**src/rtl/core/arpc_pkg.sv**
```systemverilog
// Package for the ARP cache with aging: operation and status codes,
// controller state type and controller/datapath command structs.
// No dependencies.
package arpc_pkg;

    localparam logic [1:0] OP_LEARN  = 2'd0;
    localparam logic [1:0] OP_LOOKUP = 2'd1;
    localparam logic [1:0] OP_TICK   = 2'd2;

    localparam logic [2:0] STAT_MISS     = 3'd0;
    localparam logic [2:0] STAT_HIT      = 3'd1;
    localparam logic [2:0] STAT_UPDATED  = 3'd2;
    localparam logic [2:0] STAT_INSERTED = 3'd3;
    localparam logic [2:0] STAT_FULL     = 3'd4;
    localparam logic [2:0] STAT_TICK     = 3'd5;

    localparam logic [15:0] LIFETIME_RESET = 16'd60000;

    typedef enum logic [1:0] {
        ST_IDLE,
        ST_SCAN,
        ST_DRAIN,
        ST_FINISH
    } state_t;

    typedef struct packed {
        logic load;
        logic rd_en;
        logic commit;
    } ctrl_cmd_t;

    typedef struct packed {
        logic scan_last;
    } dp_status_t;

endpackage

```
**src/rtl/core/arp_cache_with_aging_core.sv**
```systemverilog
// Top level of the ARP cache with aging: joins the controller and the datapath.
// Depends on arpc_pkg, arpc_ctrl and arpc_datapath.
//
// The block keeps TABLE_ENTRIES mappings from IPv4 to MAC addresses. Each item
// (learn, lookup or aging tick) is handled by one pass over the table that reads
// one entry per cycle from the entry memories, followed by a drain step and a
// finish step, after which the next item can be taken. The finish step waits
// while a previous result is still waiting to be taken. A new item is taken
// while the last result waits in the output register. The table is empty after
// reset at once; there is no clearing pass. The lifetime register is written
// through cfg_wr_en and cfg_wr_data and applies to later learns only.
module arp_cache_with_aging_core
    import arpc_pkg::*;
#(
    parameter int TABLE_ENTRIES = 16
)
(
    input  logic        clk,
    input  logic        rst_n,
    input  logic        cfg_wr_en,
    input  logic [15:0] cfg_wr_data,
    input  logic        in_valid,
    output logic        in_ready,
    input  logic [1:0]  operation,
    input  logic [31:0] ip_address,
    input  logic [47:0] mac_address,
    output logic        out_valid,
    input  logic        out_ready,
    output logic [2:0]  status,
    output logic [47:0] found_mac,
    output logic [6:0]  expired_count
);

    ctrl_cmd_t  cmd;
    dp_status_t dp_status;

    arpc_ctrl u_ctrl (
        .clk       (clk),
        .rst_n     (rst_n),
        .in_valid  (in_valid),
        .in_ready  (in_ready),
        .out_valid (out_valid),
        .out_ready (out_ready),
        .dp_status (dp_status),
        .cmd       (cmd)
    );

    arpc_datapath #(
        .TABLE_ENTRIES (TABLE_ENTRIES)
    ) u_datapath (
        .clk           (clk),
        .rst_n         (rst_n),
        .cmd           (cmd),
        .dp_status     (dp_status),
        .cfg_wr_en     (cfg_wr_en),
        .cfg_wr_data   (cfg_wr_data),
        .operation     (operation),
        .ip_address    (ip_address),
        .mac_address   (mac_address),
        .status        (status),
        .found_mac     (found_mac),
        .expired_count (expired_count)
    );

endmodule

```
**src/rtl/core/arpc_ctrl.sv**
```systemverilog
// Controller state machine for the ARP cache: sequences the table scan,
// the final commit and the output transfer handshake.
// Depends on arpc_pkg.
module arpc_ctrl
    import arpc_pkg::*;
(
    input  logic       clk,
    input  logic       rst_n,
    input  logic       in_valid,
    output logic       in_ready,
    output logic       out_valid,
    input  logic       out_ready,
    input  dp_status_t dp_status,
    output ctrl_cmd_t  cmd
);

    state_t state_reg;
    state_t state_next;
    logic   out_valid_reg;
    logic   out_valid_next;

    always_ff @(posedge clk or negedge rst_n)
    begin
        if (!rst_n)
        begin
            state_reg     <= ST_IDLE;
            out_valid_reg <= 1'b0;
        end
        else
        begin
            state_reg     <= state_next;
            out_valid_reg <= out_valid_next;
        end
    end

    always_comb
    begin
        state_next     = state_reg;
        out_valid_next = out_valid_reg && !out_ready;
        cmd            = '0;
        in_ready       = 1'b0;
        case (state_reg)
            ST_IDLE:
            begin
                in_ready = 1'b1;
                if (in_valid)
                begin
                    cmd.load   = 1'b1;
                    state_next = ST_SCAN;
                end
            end
            ST_SCAN:
            begin
                cmd.rd_en = 1'b1;
                if (dp_status.scan_last)
                begin
                    state_next = ST_DRAIN;
                end
            end
            ST_DRAIN:
            begin
                state_next = ST_FINISH;
            end
            ST_FINISH:
            begin
                if (!out_valid_reg || out_ready)
                begin
                    cmd.commit     = 1'b1;
                    out_valid_next = 1'b1;
                    state_next     = ST_IDLE;
                end
            end
            default:
            begin
                state_next = ST_IDLE;
            end
        endcase
    end

    assign out_valid = out_valid_reg;

    assert property (@(posedge clk) disable iff (!rst_n)
        cmd.commit |-> (!out_valid_reg || out_ready))
        else $error("Result committed over an untaken result.");

    assert property (@(posedge clk) disable iff (!rst_n)
        (in_valid && in_ready) |=> (state_reg == ST_SCAN))
        else $error("Accepted item did not start a scan.");

    assert property (@(posedge clk) disable iff (!rst_n)
        $rose(out_valid_reg) |-> ($past(state_reg) == ST_FINISH))
        else $error("Result appeared outside the finish step.");

endmodule

```
**src/rtl/core/arpc_datapath.sv**
```systemverilog
// Datapath for the ARP cache: entry memories, valid bits, scan counter,
// match and free search, aging update and the result register.
// Depends on arpc_pkg.
module arpc_datapath
    import arpc_pkg::*;
#(
    parameter int TABLE_ENTRIES = 16
)
(
    input  logic        clk,
    input  logic        rst_n,
    input  ctrl_cmd_t   cmd,
    output dp_status_t  dp_status,
    input  logic        cfg_wr_en,
    input  logic [15:0] cfg_wr_data,
    input  logic [1:0]  operation,
    input  logic [31:0] ip_address,
    input  logic [47:0] mac_address,
    output logic [2:0]  status,
    output logic [47:0] found_mac,
    output logic [6:0]  expired_count
);

    localparam int IDX_W   = (TABLE_ENTRIES > 1) ? $clog2(TABLE_ENTRIES) : 1;
    localparam int COUNT_W = $clog2(TABLE_ENTRIES + 1);

    logic [31:0] ip_mem   [TABLE_ENTRIES];
    logic [47:0] mac_mem  [TABLE_ENTRIES];
    logic [15:0] life_mem [TABLE_ENTRIES];

    logic [TABLE_ENTRIES-1:0] valid_reg;
    logic [15:0]              lifetime_reg;
    logic [1:0]               op_reg;
    logic [31:0]              ip_reg;
    logic [47:0]              mac_reg;
    logic [IDX_W-1:0]         addr_reg;
    logic [IDX_W-1:0]         proc_idx_reg;
    logic                     proc_reg;
    logic [31:0]              ip_rd_reg;
    logic [47:0]              mac_rd_reg;
    logic [15:0]              life_rd_reg;
    logic                     hit_reg;
    logic [IDX_W-1:0]         hit_idx_reg;
    logic [47:0]              hit_mac_reg;
    logic                     free_reg;
    logic [IDX_W-1:0]         free_idx_reg;
    logic [COUNT_W-1:0]       count_reg;
    logic [2:0]               status_reg;
    logic [47:0]              found_mac_reg;
    logic [6:0]               expired_reg;

    logic             entry_valid;
    logic             match;
    logic             age;
    logic             expire;
    logic             ip_we;
    logic             mac_we;
    logic             life_we;
    logic [IDX_W-1:0] wr_addr;
    logic [15:0]      life_wd;

    assign entry_valid = valid_reg[proc_idx_reg];
    assign match  = proc_reg && entry_valid && (ip_rd_reg == ip_reg);
    assign age    = proc_reg && (op_reg == OP_TICK) && entry_valid && (life_rd_reg != 16'd0);
    assign expire = age && (life_rd_reg == 16'd1);

    assign dp_status.scan_last = (addr_reg == IDX_W'(TABLE_ENTRIES - 1));

    always_comb
    begin
        ip_we   = 1'b0;
        mac_we  = 1'b0;
        life_we = 1'b0;
        wr_addr = proc_idx_reg;
        life_wd = life_rd_reg - 16'd1;
        if (age)
        begin
            life_we = 1'b1;
        end
        else if (cmd.commit && (op_reg == OP_LEARN))
        begin
            life_wd = lifetime_reg;
            if (hit_reg)
            begin
                wr_addr = hit_idx_reg;
                mac_we  = 1'b1;
                life_we = 1'b1;
            end
            else if (free_reg)
            begin
                wr_addr = free_idx_reg;
                ip_we   = 1'b1;
                mac_we  = 1'b1;
                life_we = 1'b1;
            end
        end
    end

    always_ff @(posedge clk)
    begin
        if (ip_we)
        begin
            ip_mem[wr_addr] <= ip_reg;
        end
        if (cmd.rd_en)
        begin
            ip_rd_reg <= ip_mem[addr_reg];
        end
    end

    always_ff @(posedge clk)
    begin
        if (mac_we)
        begin
            mac_mem[wr_addr] <= mac_reg;
        end
        if (cmd.rd_en)
        begin
            mac_rd_reg <= mac_mem[addr_reg];
        end
    end

    always_ff @(posedge clk)
    begin
        if (life_we)
        begin
            life_mem[wr_addr] <= life_wd;
        end
        if (cmd.rd_en)
        begin
            life_rd_reg <= life_mem[addr_reg];
        end
    end

    always_ff @(posedge clk or negedge rst_n)
    begin
        if (!rst_n)
        begin
            valid_reg    <= '0;
            lifetime_reg <= LIFETIME_RESET;
            addr_reg     <= '0;
            proc_reg     <= 1'b0;
            hit_reg      <= 1'b0;
            free_reg     <= 1'b0;
            count_reg    <= '0;
        end
        else
        begin
            if (cfg_wr_en)
            begin
                lifetime_reg <= cfg_wr_data;
            end
            proc_reg <= cmd.rd_en;
            if (cmd.load)
            begin
                addr_reg  <= '0;
                hit_reg   <= 1'b0;
                free_reg  <= 1'b0;
                count_reg <= '0;
            end
            else if (cmd.rd_en)
            begin
                addr_reg <= addr_reg + IDX_W'(1);
            end
            if (match && !hit_reg)
            begin
                hit_reg <= 1'b1;
            end
            if (proc_reg && !entry_valid && !free_reg)
            begin
                free_reg <= 1'b1;
            end
            if (expire)
            begin
                valid_reg[proc_idx_reg] <= 1'b0;
                count_reg <= count_reg + COUNT_W'(1);
            end
            if (cmd.commit && (op_reg == OP_LEARN) && !hit_reg && free_reg)
            begin
                valid_reg[free_idx_reg] <= 1'b1;
            end
        end
    end

    always_ff @(posedge clk)
    begin
        if (cmd.load)
        begin
            op_reg  <= operation;
            ip_reg  <= ip_address;
            mac_reg <= mac_address;
        end
        proc_idx_reg <= addr_reg;
        if (match && !hit_reg)
        begin
            hit_idx_reg <= proc_idx_reg;
            hit_mac_reg <= mac_rd_reg;
        end
        if (proc_reg && !entry_valid && !free_reg)
        begin
            free_idx_reg <= proc_idx_reg;
        end
        if (cmd.commit)
        begin
            found_mac_reg <= '0;
            expired_reg   <= '0;
            case (op_reg)
                OP_LEARN:
                begin
                    if (hit_reg)
                    begin
                        status_reg <= STAT_UPDATED;
                    end
                    else if (free_reg)
                    begin
                        status_reg <= STAT_INSERTED;
                    end
                    else
                    begin
                        status_reg <= STAT_FULL;
                    end
                end
                OP_LOOKUP:
                begin
                    if (hit_reg)
                    begin
                        status_reg    <= STAT_HIT;
                        found_mac_reg <= hit_mac_reg;
                    end
                    else
                    begin
                        status_reg <= STAT_MISS;
                    end
                end
                OP_TICK:
                begin
                    status_reg  <= STAT_TICK;
                    expired_reg <= 7'(count_reg);
                end
                default:
                begin
                    status_reg <= STAT_MISS;
                end
            endcase
        end
    end

    assign status        = status_reg;
    assign found_mac     = found_mac_reg;
    assign expired_count = expired_reg;

endmodule
```
**config.mk**
```make
export PLATFORM = sky130hd
export DESIGN_NAME = arp_cache_with_aging_core
export DESIGN_NICKNAME = d
export VERILOG_FILES = /design/src/rtl/core/arpc_pkg.sv /design/src/rtl/core/arp_cache_with_aging_core.sv /design/src/rtl/core/arpc_ctrl.sv /design/src/rtl/core/arpc_datapath.sv
export SDC_FILE = /design/constraint.sdc
export NUM_CORES = 2
export LEC_CHECK = 0
export ABC_AREA = 1
export BUFFER_PORTS_ARGS = -buffer_cell sky130_fd_sc_hd__buf_2
export CORE_MARGIN = 2
export CORE_UTILIZATION = 35
export CTS_BUF_LIST = sky130_fd_sc_hd__clkbuf_16
export DETAILED_ROUTE_END_ITERATION = 8
export SYNTH_ARGS = -nofsm -noshare
export SYNTH_HDL_FRONTEND = slang
export SYNTH_SLANG_ARGS = --single-unit
```
**constraint.sdc**
```tcl
create_clock -name clk -period 14.11 [get_ports clk]
set_clock_uncertainty 0.05 [all_clocks]
set_input_delay 0.7055 -clock clk [delete_from_list [all_inputs] [get_ports clk]]
set_output_delay 0.7055 -clock clk [all_outputs]
set_load 0.02 [all_outputs]
```
* After elaboration in Yosys (flattened, before gate mapping)
Memory sizes are Yosys's and may differ from the RTL's. A register that Yosys moved wholly into a read port is not among the register bits.
Index checks and enable logic that the tools add are counted.
** Word-level totals
- Memory bits (writable) :: 1536
- Logic and storage cells :: 125
- Register bits after elaboration :: 247
- Input bits :: 103
- Output and inout port bits :: 60
- Memories :: 3
** Cells by class
- Add/sub/neg operators :: 3
- Reductions and logical operators :: 30
- Bitwise logic cells :: 3
- Multiplexer cells :: 51
- Eq/ne operators :: 11
- Order comparisons :: 4
** Memories
- u_datapath.mac_mem :: words 16, bits a word 48, rd ports 1, clocked after Yosys merged registers in 1, write ports 1, line arpc_datapath.sv:28 : logic [47:0] mac_mem [TABLE_ENTRIES];
- u_datapath.ip_mem :: words 16, bits a word 32, rd ports 1, clocked after Yosys merged registers in 1, write ports 1, line arpc_datapath.sv:27 : logic [31:0] ip_mem [TABLE_ENTRIES];
- u_datapath.life_mem :: words 16, bits a word 16, rd ports 1, clocked after Yosys merged registers in 1, write ports 1, line arpc_datapath.sv:29 : logic [15:0] life_mem [TABLE_ENTRIES];
** Operator list (count)
- $mux 16 :: 4
- $eq 32x32->1 :: 1
- $mux 1 :: 29
- $mux 4 :: 6
- $and 16x16->16 :: 1
- $eq 16x1->1 const B :: 1
- $not 16->16 :: 1
- $or 16x16->16 :: 1
- $reduce_bool 16->1 :: 1
- $sub 16x1->16 const B :: 1
- $logic_and 1x1->1 :: 15
- $lt 4x5->1 const B :: 2
- $mux 5 :: 2
- $pmux 3 s3 :: 1
- $demux 1 s4 :: 2
- $ge 4x1->1 const B :: 2
- $pmux 2 s4 :: 1
- $reduce_bool 2->1 :: 4
- $eq 2x2->1 const B :: 3
- $mux 2 :: 3
- $mux 3 :: 2
- $add 5x1->5 const B :: 1
- $logic_not 1->1 :: 5
- $add 4x1->4 const B :: 1
- other kinds (9) :: 12

* Longest topological paths before layout
- Word-level depth :: 9
- Mapped depth :: 15
- Gate-level depth less buffers :: 13

* Hierarchy
A second synthesis with hierarchy kept.
** Second synthesis, totals
- Cells, all modules :: 5207
- Area, all modules :: 72022.8 um^2
** By module, submodules not included
- arpc_datapath :: sequential area each 56022.5 um^2, cells each 5176, instances 1, area an instance 71783.8 um^2
- arpc_ctrl :: sequential area each 75.1 um^2, cells each 31, instances 1, area an instance 239.0 um^2

* Worst setup path before layout
No wires, ideal clock.
- Path kind :: input-to-reg
- Start :: input port out_ready
- End :: memory u_datapath.mac_mem[13][0], enable pin
- Buffers on the path :: 1
- Setup time :: 0.454 ns
- Data arrival time :: 4.755 ns
- Stages on the path :: 7
- Required time :: 13.606 ns
- Setup slack :: 8.851 ns
- Cells stage by stage :: inv_1 > nand2_1 > nand2_1 > inv_1 > nand2_1 > clkbuf_1 > nor2_1
** Between the ends
- Longest elaborated chain between the ends :: 8
- Elaborated cells between the ends (all ways) :: 10
- Those cells by class :: mux (8); reduce/logical (2)
** RTL lines
- start: declaration :: line arp_cache_with_aging_core.sv:28 : input logic out_ready,
- $logic_or 1x1->1 * :: line arpc_ctrl.sv:66 : if (!out_valid_reg || out_ready)
- $mux 1 * :: line arpc_ctrl.sv:66
- $mux 1 * :: line arpc_ctrl.sv:42 : case (state_reg)
- $logic_and 1x1->1 * :: line arpc_datapath.sv:80 : else if (cmd.commit && (op_reg == OP_LEARN))
- $mux 1 :: line arpc_datapath.sv:80
- $mux 1 :: line arpc_datapath.sv:76 : if (age)
- $mux 1 :: line arpc_datapath.sv:113 : if (mac_we)
- $mux 1 (implied by the code) :: line arpc_datapath.sv:115 : mac_mem[wr_addr] <= mac_reg;
- end: declaration :: line arpc_datapath.sv:28
Every way passes the cells marked *; elsewhere a longest branch is shown, timed or not.

==> impl_metrics.csv <==
group,metric,value,unit
critical_path,crit-reg2reg-capture,"u_datapath.mac_rd_reg[25]$_DFFE_PP_",
detailed_routing,initialDrtViolationCount,4534,
die,start_util,35.19,%
cts,clkLatencyLatePin,0.83,ns
critical_path,setup.worst_path.start,"u_datapath.addr_reg[0]$_DFFE_PN0P_",
cts,numCtsBuffers,190,
global_route,grt_overflow_total,0,
yosys,synth_seq_cells,1877,
timing,slew_headroom,14.62,%
detailed_routing,route.detailed.drc,0,
global_route,grt_antenna_before_repair,8,
final_layout,regMostFlops,"u_datapath.mac_mem",
die,core,204600,sq um
place,hpwl,91090,um
cts,clk_pin_slew,0.06,ns
global_route,grt_start_max_net_pins,240,
yosys,mean_instance_size_in_the_synthesized_netlist,13.84,sq um
detailed_routing,wl,181100,um
critical_path,setup.reg_to_reg.worst_slack,9.81,ns
yosys,postSynth.asyncResetShare,2.504,%
die,ioPinCount,163,
critical_path,setup.worst_path.start_class,"flop",
critical_path,worstPathMaxFanout,239,
yosys,ys.flop_type,"sky130_fd_sc_hd__edfxtp_1",
global_route,grt_pass1_vias,42190,
hold_path,min_path_cells,1,
power,power_density,193.8,nW/um^2
die,design.die.area,209400,sq um
power,total_leakage_power,26.82,nW
timing,finalSetupViolations,0,
critical_path,timing.setup.critical_path_class,"flop to flop",
detailed_routing,met3_wirelength,12660,um
yosys,post_synth_main_area_contributors,"sky130_fd_sc_hd__edfxtp_1, sky130_fd_sc_hd__o21ai_0, sky130_fd_sc_hd__nor2_1, sky130_fd_sc_hd__o22ai_1, sky130_fd_sc_hd__nand2_1",
cts,tritoncts,"built",
outcome,result_of_the_run,"completed",
timing,grt_setup_unrepaired,"no",
global_route,grt.total_usage,16.87,%
timing,worst_pin_slew,1.281,ns
critical_path,cp.required,14.75,ns
die,row_count,166,
final_layout,largest_register_ff_count,768,
global_route,grt_pass1_wl,269400,um
cts,cts_root_buf,"sky130_fd_sc_hd__clkbuf_16",
yosys,synth_top_area_cell,"sky130_fd_sc_hd__edfxtp_1",
critical_path,capturing_element_type_of_the_critical_path,"flop",
timing,final.min_clock_period,4.302,ns
power,highest_ir_drop_seen_on_vdd,0.0001756,V
power,post-layout-total-power,0.01596,W
place,placed_area,75730,sq um
yosys,yosysMostFrequentCell,"sky130_fd_sc_hd__edfxtp_1",
place,numPortBuffers,160,
die,die_width,457.6,um
timing,layout_worst_path_cycle_share,30.49,%
yosys,netlist_top_cells_count,"sky130_fd_sc_hd__edfxtp_1, sky130_fd_sc_hd__nor2_1, sky130_fd_sc_hd__o21ai_0",
die,floorplan.die.height,457.6,um
final_layout,biggestRegsByFlops,"u_datapath.mac_mem x768, u_datapath.ip_mem x512, u_datapath.life_mem x256",
detailed_routing,drtPass1Iterations,6,
critical_path,worstReg2RegStart,"u_datapath.addr_reg[0]$_DFFE_PN0P_",
timing,achievable-frequency,232.4,MHz
yosys,ys_warn_count,0,
yosys,syn_area,72000,sq um
flow_run,maxCapViolations,0,
detailed_routing,drtAntennaViolNets,0,
timing,finalHoldViolations,0,
yosys,number_of_synthesized_flops_with_an_enable_pin,1826,
final_layout,num-nets-final,5463,
final_layout,fin_cells,8194,
detailed_routing,avgViaCountPerCell,5.284,
place,final_estimated_routing_congestion_in_global_placement,0.7777,
hold_path,worstHoldEndpoint,"u_datapath.mac_reg[7]$_DFFE_PP_",
detailed_routing,dr_top_layer,"met5",
cts,clock_tree.buffer_depth,3,
detailed_routing,avgRoutedWirePerCell,22.10,um
detailed_routing,m1WireLength,79900,um
final_layout,non_filler_cell_area_final,82370,sq um
yosys,synthCells,5201,
yosys,synth_cell_type_count,41,
critical_path,cp_data_arrival_time,4.94,ns
critical_path,worst_r2r_path_depth,7,
final_layout,postLayoutCoreUtil,40.26,%
cts,postCtsSetupBuffers,0,
detailed_routing,met2RoutedLength,83770,um
yosys,post_synth_top_area_share,76.15,%
hold_path,hold_start,"mac_address[7]",
timing,fin_tns_setup,0,ns
yosys,yosysSeqAreaShare,77.91,%
detailed_routing,via_count,43300,
timing,report.final.slew_viol_count,0,
final_layout,layout-area-overhead-vs-synth,14.39,%
cts,ctsHtreeMaxLevel,4,
cts,cts.sinks,1877,
final_layout,drive_gt1_share,10.88,%
hold_path,min-delay-path-class,"input port to flop",
place,post-place-cells,7792,
## cell families after synthesis
group | Yosys count | share of synthesized area [%]
AOI/OAI and AO/OA | 1273 | 10.25
xor gates and xnor gates | 23 | 0.2798
adders and majority gates | 9 | 0.1564
buffers and inverters | 495 | 2.766
DFF | 1877 | 77.91
muxes | 12 | 0.1877
other | 1 | 0.005208
and+or+nand+nor | 1511 | 8.447
## area by class of cell
class / count / area, sq um
multi-input cells: 2830 / 14180
clock inverters: 154 / 1301
flip-flops and latches: 1877 / 56110
inverters: 161 / 644.4
well taps: 2688 / 3363
diodes: 2 / 5.005
fillers: 18710 / 122200
repair buffers: 291 / 1984
clock buffers: 191 / 4780
## layout by cell type, fill, tap and decap left out, types with 5 or more instances in the layout
master	synthesis	final
sky130_fd_sc_hd__nor2_4	4	32
sky130_fd_sc_hd__dfrtp_1	40	37
sky130_fd_sc_hd__nand4_1	27	27
sky130_fd_sc_hd__clkinv_2	0	31
sky130_fd_sc_hd__o22ai_1	234	234
sky130_fd_sc_hd__clkbuf_16	0	191
sky130_fd_sc_hd__ha_1	9	8
sky130_fd_sc_hd__nor3_1	7	7
sky130_fd_sc_hd__buf_12	0	5
sky130_fd_sc_hd__inv_1	150	180
sky130_fd_sc_hd__o21ai_0	812	812
sky130_fd_sc_hd__nor2_1	909	876
sky130_fd_sc_hd__o221ai_1	152	152
sky130_fd_sc_hd__mux2_2	12	12
sky130_fd_sc_hd__bufinv_16	0	16
sky130_fd_sc_hd__buf_2	63	160
sky130_fd_sc_hd__edfxtp_1	1826	1826
sky130_fd_sc_hd__nor2_2	12	17
sky130_fd_sc_hd__inv_6	0	9
sky130_fd_sc_hd__xor2_1	14	14
sky130_fd_sc_hd__dfstp_2	7	7
sky130_fd_sc_hd__dlygate4sd3_1	0	55
sky130_fd_sc_hd__o211ai_1	45	45
sky130_fd_sc_hd__xnor2_1	9	9
sky130_fd_sc_hd__buf_4	6	71
sky130_fd_sc_hd__inv_16	0	5
sky130_fd_sc_hd__nand2_1	355	354
sky130_fd_sc_hd__clkinvlp_4	0	6
sky130_fd_sc_hd__a31oi_1	18	16
sky130_fd_sc_hd__nand3_1	188	187
sky130_fd_sc_hd__a21oi_1	6	6
sky130_fd_sc_hd__inv_2	8	12
sky130_fd_sc_hd__clkinv_1	2	44
## critical path, stage by stage, from the launching register on
cell	delay [ns]
sky130_fd_sc_hd__dfrtp_4	0.78
sky130_fd_sc_hd__inv_8	0.73
sky130_fd_sc_hd__buf_12	0.82
sky130_fd_sc_hd__buf_4	0.93
sky130_fd_sc_hd__o21ai_0	0.18
sky130_fd_sc_hd__o22ai_1	0.31
sky130_fd_sc_hd__nand2_1	0.09
sky130_fd_sc_hd__nand3_1	0.12
## metrics by stage
step	setup slack [ns]	hold WS (ns)
3_3_place_gp	9.866	0.3548
4_1_cts	9.775	0.0008081
5_1_grt	9.421	0.02069
6_report	9.808	0.05155
3_5_place_dp	9.787	0.3566
2_1_floorplan	8.851	0.3161
## repair_timing
item	in CTS	in global routing
endpoints found under the setup margin	0	0
gates resized for setup	0	0
hold endpoints to repair	94	0
hold buffers	55	0
## layer usage
metal	GRT usage, %	vias up
met2	26.69	1526
li1	-	19660
met3	3.080	291
met4	5.283	8
met1	23.61	21820
met5	0	-
## worst max-delay path by stage
stage,depth (start not counted),end
final,7,u_datapath.mac_rd_reg[25]$_DFFE_PP_
after global routing,7,u_datapath.mac_rd_reg[26]$_DFFE_PP_
after CTS,7,u_datapath.mac_rd_reg[32]$_DFFE_PP_
after detailed placement,7,u_datapath.mac_rd_reg[28]$_DFFE_PP_
after global placement,7,u_datapath.mac_rd_reg[28]$_DFFE_PP_
after floorplan,7,u_datapath.mac_mem[13][0]$_DFFE_PP_
## where the power goes
part	internal (W)	leakage, nW	switching [W]
clock network	0.00277	3.12	0.00214
logic	0.00104	6.66	0.00274
registers	0.00688	17.0	0.000398
total	0.0107	26.8	0.00528
No activity file was read; power rests on OpenSTA's default activity.
